**src/fdc_pkg.sv**
```systemverilog
`timescale 1ns / 1ps
// ----------------------------------------------------------------------------
// fdc_pkg: shared constants and types of the floppy track controller
// Bus register addresses, request codes, disk geometry and the access
// record passed from the controller state to the disk store.
// ----------------------------------------------------------------------------
package fdc_pkg;

   // Disk geometry
   localparam int TRACK_BYTES = 6656;
   localparam int NUM_TRACKS  = 40;
   localparam int STORE_BYTES = TRACK_BYTES * NUM_TRACKS;

   localparam int POS_W  = $clog2(TRACK_BYTES);
   localparam int ADDR_W = $clog2(STORE_BYTES);
   localparam int HEAD_W = 7;
   localparam int TRK_W  = HEAD_W - 1;
   localparam int IMG_W  = 19;

   localparam logic [HEAD_W-1:0] HEAD_MAX = 7'd79;

   localparam logic [7:0] STEP_IDLE_DATA = 8'h80;
   localparam logic [7:0] ERASED_BYTE    = 8'hFF;

   // Request codes
   localparam logic [1:0] REQ_CPU_RD = 2'd0;
   localparam logic [1:0] REQ_CPU_WR = 2'd1;
   localparam logic [1:0] REQ_IMG_WR = 2'd2;
   localparam logic [1:0] REQ_IMG_RD = 2'd3;

   // Bus register addresses
   localparam logic [15:0] ADDR_WMODE_OFF_A = 16'h1128;
   localparam logic [15:0] ADDR_WPROT       = 16'h1140;
   localparam logic [15:0] ADDR_PHASE0      = 16'h1181;
   localparam logic [15:0] ADDR_PHASE1      = 16'h1183;
   localparam logic [15:0] ADDR_PHASE2      = 16'h1185;
   localparam logic [15:0] ADDR_PHASE3      = 16'h1187;
   localparam logic [15:0] ADDR_MOTOR_OFF   = 16'h1188;
   localparam logic [15:0] ADDR_MOTOR_ON    = 16'h118A;
   localparam logic [15:0] ADDR_SHIFT       = 16'h118C;
   localparam logic [15:0] ADDR_LATCH       = 16'h118D;
   localparam logic [15:0] ADDR_WMODE_OFF_B = 16'h118E;
   localparam logic [15:0] ADDR_WMODE_ON    = 16'h118F;

   // One request's effect on the disk store and on the response
   typedef struct packed {
      logic              mem_we;
      logic              mem_re;
      logic [ADDR_W-1:0] mem_addr;
      logic [7:0]        mem_wdata;
      logic              use_mem;
      logic [7:0]        fixed_data;
      logic              dirty;
   } access_type;

endpackage

```
**src/fdc_ctrl.sv**
```systemverilog
`timescale 1ns / 1ps
// ----------------------------------------------------------------------------
// fdc_ctrl: controller state of the floppy track controller
// Holds mode, motor, latch, head and position state, decodes one request
// per cycle while accept is high and issues the matching disk store access.
// ----------------------------------------------------------------------------
module fdc_ctrl (
   input  logic                      clock,
   input  logic                      reset,
   input  logic                      accept,
   input  logic [1:0]                req_type,
   input  logic [15:0]               req_addr,
   input  logic [7:0]                req_write_data,
   input  logic [fdc_pkg::IMG_W-1:0] req_image_addr,
   output fdc_pkg::access_type       access
);
   import fdc_pkg::*;

   logic              write_mode_ff, write_mode_in;
   logic              motor_ff, motor_in;
   logic [7:0]        latched_ff, latched_in;
   logic              latch_full_ff, latch_full_in;
   logic [HEAD_W-1:0] head_ff, head_in;
   logic [1:0]        last_phase_ff, last_phase_in;
   logic [POS_W-1:0]  pos_ff, pos_in;
   logic              dirty_ff, dirty_in;

   logic [TRK_W-1:0]  trk_sel;
   logic [POS_W-1:0]  pos_eff;
   logic [POS_W-1:0]  pos_adv;
   logic [ADDR_W-1:0] cell_addr;
   logic [1:0]        phase;
   logic              is_step;

   // Current cell: clamp track, wrap stale position
   always_comb begin
      trk_sel = head_ff[HEAD_W-1:1];
      if (int'(trk_sel) >= NUM_TRACKS) begin
         trk_sel = TRK_W'(NUM_TRACKS - 1);
      end
      pos_eff = (int'(pos_ff) >= TRACK_BYTES) ? '0 : pos_ff;
      pos_adv = (pos_eff == POS_W'(TRACK_BYTES - 1)) ? '0 : pos_eff + 1'b1;
      cell_addr = ADDR_W'(trk_sel) * ADDR_W'(TRACK_BYTES) + ADDR_W'(pos_eff);
   end

   always_comb begin
      write_mode_in = write_mode_ff;
      motor_in      = motor_ff;
      latched_in    = latched_ff;
      latch_full_in = latch_full_ff;
      head_in       = head_ff;
      last_phase_in = last_phase_ff;
      pos_in        = pos_ff;
      dirty_in      = dirty_ff;
      phase         = 2'd0;
      is_step       = 1'b0;

      access.mem_we     = 1'b0;
      access.mem_re     = 1'b0;
      access.mem_addr   = cell_addr;
      access.mem_wdata  = latched_ff;
      access.use_mem    = 1'b0;
      access.fixed_data = 8'd0;

      unique case (req_type)
         REQ_CPU_RD: begin
            unique case (req_addr)
               ADDR_WMODE_OFF_A, ADDR_WMODE_OFF_B: write_mode_in = 1'b0;
               ADDR_WPROT: access.fixed_data = 8'd0;
               ADDR_PHASE0: begin phase = 2'd0; is_step = 1'b1; end
               ADDR_PHASE1: begin phase = 2'd1; is_step = 1'b1; end
               ADDR_PHASE2: begin phase = 2'd2; is_step = 1'b1; end
               ADDR_PHASE3: begin phase = 2'd3; is_step = 1'b1; end
               ADDR_MOTOR_OFF: begin
                  motor_in      = 1'b0;
                  write_mode_in = 1'b0;
                  pos_in        = '0;
               end
               ADDR_MOTOR_ON: motor_in = 1'b1;
               ADDR_SHIFT: begin
                  if (write_mode_ff) begin
                     if (latch_full_ff) begin
                        access.mem_we     = accept;
                        access.fixed_data = latched_ff;
                        pos_in            = pos_adv;
                        latch_full_in     = 1'b0;
                        dirty_in          = 1'b1;
                     end
                  end else begin
                     access.mem_re  = accept;
                     access.use_mem = 1'b1;
                     pos_in         = pos_adv;
                  end
               end
               default: ;
            endcase
         end
         REQ_CPU_WR: begin
            if (req_addr == ADDR_LATCH) begin
               if (write_mode_ff) begin
                  latched_in    = req_write_data;
                  latch_full_in = 1'b1;
               end
            end else if (req_addr == ADDR_WMODE_ON) begin
               write_mode_in = 1'b1;
            end
         end
         REQ_IMG_WR: begin
            access.mem_addr  = ADDR_W'(req_image_addr);
            access.mem_wdata = req_write_data;
            access.mem_we    = accept && (int'(req_image_addr) < STORE_BYTES);
         end
         REQ_IMG_RD: begin
            access.mem_addr = ADDR_W'(req_image_addr);
            access.use_mem  = int'(req_image_addr) < STORE_BYTES;
            access.mem_re   = accept && access.use_mem;
         end
         default: ;
      endcase

      // Step with the motor on: move up when the new phase follows the last one, else down
      if (is_step) begin
         if (!motor_ff) begin
            access.fixed_data = STEP_IDLE_DATA;
         end else begin
            if (last_phase_ff == phase - 2'd1) begin
               if (head_ff < HEAD_MAX) head_in = head_ff + 1'b1;
            end else begin
               if (head_ff != '0) head_in = head_ff - 1'b1;
            end
            last_phase_in = phase;
            pos_in        = '0;
         end
      end

      access.dirty = dirty_in;
   end

   always_ff @(posedge clock) begin
      if (reset) begin
         write_mode_ff <= 1'b0;
         motor_ff      <= 1'b0;
         latched_ff    <= 8'd0;
         latch_full_ff <= 1'b0;
         head_ff       <= '0;
         last_phase_ff <= 2'd0;
         pos_ff        <= '0;
         dirty_ff      <= 1'b0;
      end else if (accept) begin
         write_mode_ff <= write_mode_in;
         motor_ff      <= motor_in;
         latched_ff    <= latched_in;
         latch_full_ff <= latch_full_in;
         head_ff       <= head_in;
         last_phase_ff <= last_phase_in;
         pos_ff        <= pos_in;
         dirty_ff      <= dirty_in;
      end
   end

endmodule

```
**config.mk**
```make
export PLATFORM = sky130hd
export DESIGN_NAME = fdc_ctrl
export DESIGN_NICKNAME = d
export VERILOG_FILES = /design/src/fdc_pkg.sv /design/src/fdc_ctrl.sv
export SDC_FILE = /design/constraint.sdc
export NUM_CORES = 1
export LEC_CHECK = 0
export BUFFER_PORTS_ARGS = -buffer_cell sky130_fd_sc_hd__buf_2
export CAP_MARGIN = 20
export CORE_ASPECT_RATIO = 0.9
export CORE_MARGIN = 2
export CORE_UTILIZATION = 40
export DETAILED_ROUTE_END_ITERATION = 8
export PLACE_DENSITY = 0.74
export SLEW_MARGIN = 20
export SYNTH_ARGS = -nofsm -noshare
export SYNTH_HDL_FRONTEND = slang
export SYNTH_SLANG_ARGS = --single-unit
```
**constraint.sdc**
```tcl
create_clock -name clock -period 4.5 [get_ports clock]
set_clock_uncertainty 0.05 [all_clocks]
set_input_delay 0.225 -clock clock [delete_from_list [all_inputs] [get_ports clock]]
set_output_delay 0.225 -clock clock [all_outputs]
set_load 0.02 [all_outputs]
```
# After elaboration in Yosys (flattened, before gate mapping)
# Index checks and enable logic that the tools add are counted.
op_classes:
  add_sub_neg: 5
  magnitude_cmp: 4
  n_reduce_logical: 15
  muxes: 47
  n_eq_ne: 24
  multipliers: 1
ops:
  columns: ["operator", "n"]
  rows:
  - ["$eq 16x13->1 const B", 11]
  - ["$mux 13", 7]
  - ["$mux 8", 7]
  - ["$pmux 13 s2", 1]
  - ["$mux 7", 3]
  - ["$add 19x13->19", 1]
  - ["$lt 19x19->1 const B", 1]
  - ["$mux 19", 1]
  - ["$mux 1", 18]
  - ["$add 13x1->13 const B", 1]
  - ["$eq 13x13->1 const B", 1]
  - ["$ge 13x13->1 const B", 1]
  - ["$ne 2x2->1 const B", 6]
  - ["$pmux 1 s2", 6]
  - ["$mul 6x4->10 const B", 1]
  - ["$reduce_and 5->1", 2]
  - ["$add 7x1->7 const B", 1]
  - ["$lt 7x7->1 const B", 1]
  - ["$reduce_bool 7->1", 1]
  - ["$sub 7x1->7 const B", 1]
  - ["$ge 6x6->1 const B", 1]
  - ["$mux 6", 1]
  - ["$pmux 2 s3", 1]
  - ["$reduce_and 3->1", 2]
  - ["14 further kinds", 19]
word_totals:
  word_cells: 104
  reg_bits: 34
  input_bits: 48
  output_inout_bits: 39

# Logic depth before layout (Yosys ltp)
logic_depth:
  word_depth: 10
  mapped_depth: 14
  ltp_nobuf: 14

# Worst setup path before layout
# OpenSTA, ideal clock, no wires.
synth_path:
  path_kind: "flip-flop to output port"
  startpoint: "register head_ff[4]"
  endpoint: "output access[36] (netlist bit)"
  t_required_ns: 4.225
  setup_slack_ns: 0.508
  path_stages_with_launch: 12
  arrival_ns: 3.717
  path_buffers: 0
  cell_sequence: "dfxtp_1 o21ai_0 nand2b_1 ha_1 fa_1 ha_1 a211oi_1 nor2_1 o311ai_0 nand4_1 xnor2_1 o21ai_0"
synth_lines:
  columns: ["item", "line", "rtl"]
  rows:
  - ["from (decl)", "fdc_ctrl.sv:23", "logic [HEAD_W-1:0] head_ff, head_in;"]
  - ["from (signal assigned)", "fdc_ctrl.sv:154", "head_ff <= head_in;"]
  - ["to (decl)", "fdc_ctrl.sv:15", "output fdc_pkg::access_type access"]

==> impl_metrics.json <==
{
  "crit_fanout": 9,
  "run_status": "complete, no violations",
  "yosysWarnings": 0,
  "fin_crit_sh_pct": 92.8,
  "ys_top_cells_by_count": "50 x nand2_1, 37 x nor2_1, 34 x dfxtp_1",
  "nNetsFinal": 633,
  "start_util_pct": 41.6,
  "worstSetupStartpointType": "flip-flop",
  "dieWidth_um": 104,
  "crit_path_end_kind": "output port",
  "ioPinCount": 87,
  "required_ps": 4220,
  "ctsResizeCount": 0,
  "grt_max_degree": 38,
  "dieArea_um2": 9770,
  "timing.setup.tns_ps": 0,
  "wl_per_cell_um": 13.8,
  "drc": 0,
  "synth-main-ff-cell": "dfxtp_1",
  "synth_most_common_cell": "nand2_1",
  "portBuffers": 86,
  "synthToLayoutAreaGrowth_pct": 17.0,
  "setup_viol": 0,
  "period_minus_slack_ps": 4180,
  "finalPower_mw": 0.662,
  "clk_pin_slew_ps": 80,
  "first_global_vias": 3512,
  "avgSynthCellArea_um2": 7.54,
  "place_congestion": 0.943,
  "synthesis.instances": 477,
  "clock.fmax_ghz": 0.239,
  "synth_area_leader_cell": "dfxtp_1",
  "syn-num-nets": 558,
  "vias": 3772,
  "wirelength_mm": 9.26,
  "cap_violations": 0,
  "hold_class": "input port to flip-flop",
  "cts_setup_buffers": 0,
  "cts_tree": "yes",
  "crit_type": "flip-flop to output port",
  "timing_hold_violations_final": 0,
  "track_usage_pct": 19.0,
  "dp_hpwl_mm": 7.20,
  "clock_sinks": 34,
  "cts.htree.levels": 2,
  "p_per_area_nw_per_um2": 157,
  "core_area_um2": 8650,
  "peakVddDrop_v": 0.0000905,
  "slew_headroom_pct": 35.0,
  "cts-root-buf": "clkbuf_8",
  "cts_made_buffers": 5,
  "rows": 32,
  "post_drt_via_cell_ratio": 5.61,
  "async_reset_ff_share_pct": 0,
  "synthTopCellsByArea": "dfxtp_1 19%, ha_1 10%, nand2_1 5.2%",
  "drt_iter0_drc": 162,
  "tightest_slew_ps": 972,
  "cts.path.max_buffers": 2,
  "synth_edf_count": 0,
  "yosysSeqAreaShare_pct": 18.9,
  "worstPathArrival_ps": 3900,
  "yosysTopAreaCellShare_pct": 18.9,
  "grt_pass1_wl_mm": 15.7,
  "placed_cell_area_um2": 4110,
  "clock_latency_ps": 300,
  "syn_area_um2": 3600,
  "final_antenna_net_count": 0,
  "antenna_found_initial": 0,
  "cellLeakagePower_nw": 1.91,
  "antenna_cells": 0,
  "drive_above_1_share_pct": 23.7,
  "synth.distinct_cells": 69,
  "drtPass1Iterations": 5,
  "ys_seq_elements": 34,
  "final_area_um2": 4210,
  "die_h_um": 94.0,
  "grt_overflow": 0,
  "final_max_slew_viol_count": 0,
  "rsz0062_at_grt": "no",
  "postCtsHoldBufs": 0
}
[layout by cell type, fill, tap and decap left out, types with 3 or more instances in the layout]
| cell type | count |
|---|---|
| and4_1 | 3 |
| o21ai_0 | 33 |
| nand2b_1 | 12 |
| nand4_1 | 7 |
| a21o_1 | 5 |
| xor2_1 | 8 |
| nor3_1 | 15 |
| a21oi_1 | 21 |
| nor2_1 | 37 |
| a22o_1 | 3 |
| ha_1 | 29 |
| mux2i_1 | 11 |
| inv_1 | 21 |
| nor2b_1 | 7 |
| and2_1 | 12 |
| clkbuf_8 | 6 |
| nand3b_1 | 3 |
| nor4_1 | 5 |
| a31oi_1 | 6 |
| nand2_1 | 50 |
| fa_1 | 4 |
| mux2_2 | 15 |
| nand3_1 | 19 |
| o31ai_1 | 6 |
| and3_1 | 8 |
| nor3b_1 | 5 |
| o22ai_1 | 6 |
| o21ai_1 | 3 |
| a211oi_1 | 5 |
| or3_1 | 6 |
| dfxtp_1 | 34 |
| xnor2_1 | 7 |
| or2_2 | 9 |
| buf_2 | 86 |
[state kept, by name, indices dropped and copies added (netlist names)]
signal	cells
last_phase_ff	2
write_mode_ff	1
pos_ff	13
latch_full_ff	1
motor_ff	1
head_ff	7
latched_ff	8
dirty_ff	1
[cell families after synthesis]
family / after synthesis / synth area share, %
AOI/OAI and AO/OA: 116 / 20.8
xor gates and xnor gates: 15 / 3.65
adders and majority gates: 33 / 12.3
buffers and inverters: 41 / 4.45
DFF: 34 / 18.9
muxes: 26 / 7.76
and+or+nand+nor: 212 / 32.1
[worst max-delay path, cell delays in order (launching register included)]
cell	delay, ps
dfxtp_1	480
o21ai_0	140
buf_4	180
nand2b_1	130
ha_1	160
inv_1	60
fa_1	510
inv_1	50
ha_1	330
o21ai_0	120
or4b_2	630
o311ai_1	150
nand4_1	160
xnor2_1	150
o21ai_0	160
buf_2	190
[metrics by stage]
stage	util, %	instances	setup slack (ps)	hold WS (ps)
floorplan	-	477	508	322
global placement	47.5	664	717	394
detailed placement	47.5	664	583	408
CTS	48.6	672	247	119
global route	48.7	672	42.6	142
finish	48.7	672	324	123
[power breakdown]
part | switching [mW] | internal (mW)
Sequential | 0.000000115 | 0.301
Combinational | 0.0672 | 0.0439
Clock | 0.127 | 0.123
[routing by layer]
metal	up-vias	GRT usage, %	wire length, um
met4	0	6.98	172
met2	151	30.8	3970
met3	15	3.88	782
met5	-	0	0
met1	1708	25.1	4330
li1	1898	-	-
[path summary, 6_finish.rpt]
path                                               startpoint                    endpoint  slack, ps  cells past startpoint
worst max-delay path                  head_ff[6]$_SDFFE_PP0P_                  access[36]        320                     15
worst min-delay path                        req_write_data[4]  latched_ff[4]$_SDFFE_PP0P_        120                      3
worst max register to register  last_phase_ff[0]$_SDFFE_PP0P_     head_ff[6]$_SDFFE_PP0P_        850                     12
worst min register to register          dirty_ff$_SDFFE_PP0P_       dirty_ff$_SDFFE_PP0P_        430                      2
[layout make-up]
type | instances | area (um^2)
inverters | 21 | 78.8
flip-flops and latches | 34 | 681
well taps | 119 | 149
multi-input cells | 402 | 2760
fillers | 861 | 4440
clock inverters | 2 | 12.5
clock buffers | 6 | 82.6
repair buffers | 88 | 445
(Power assumes the default switching activity.)
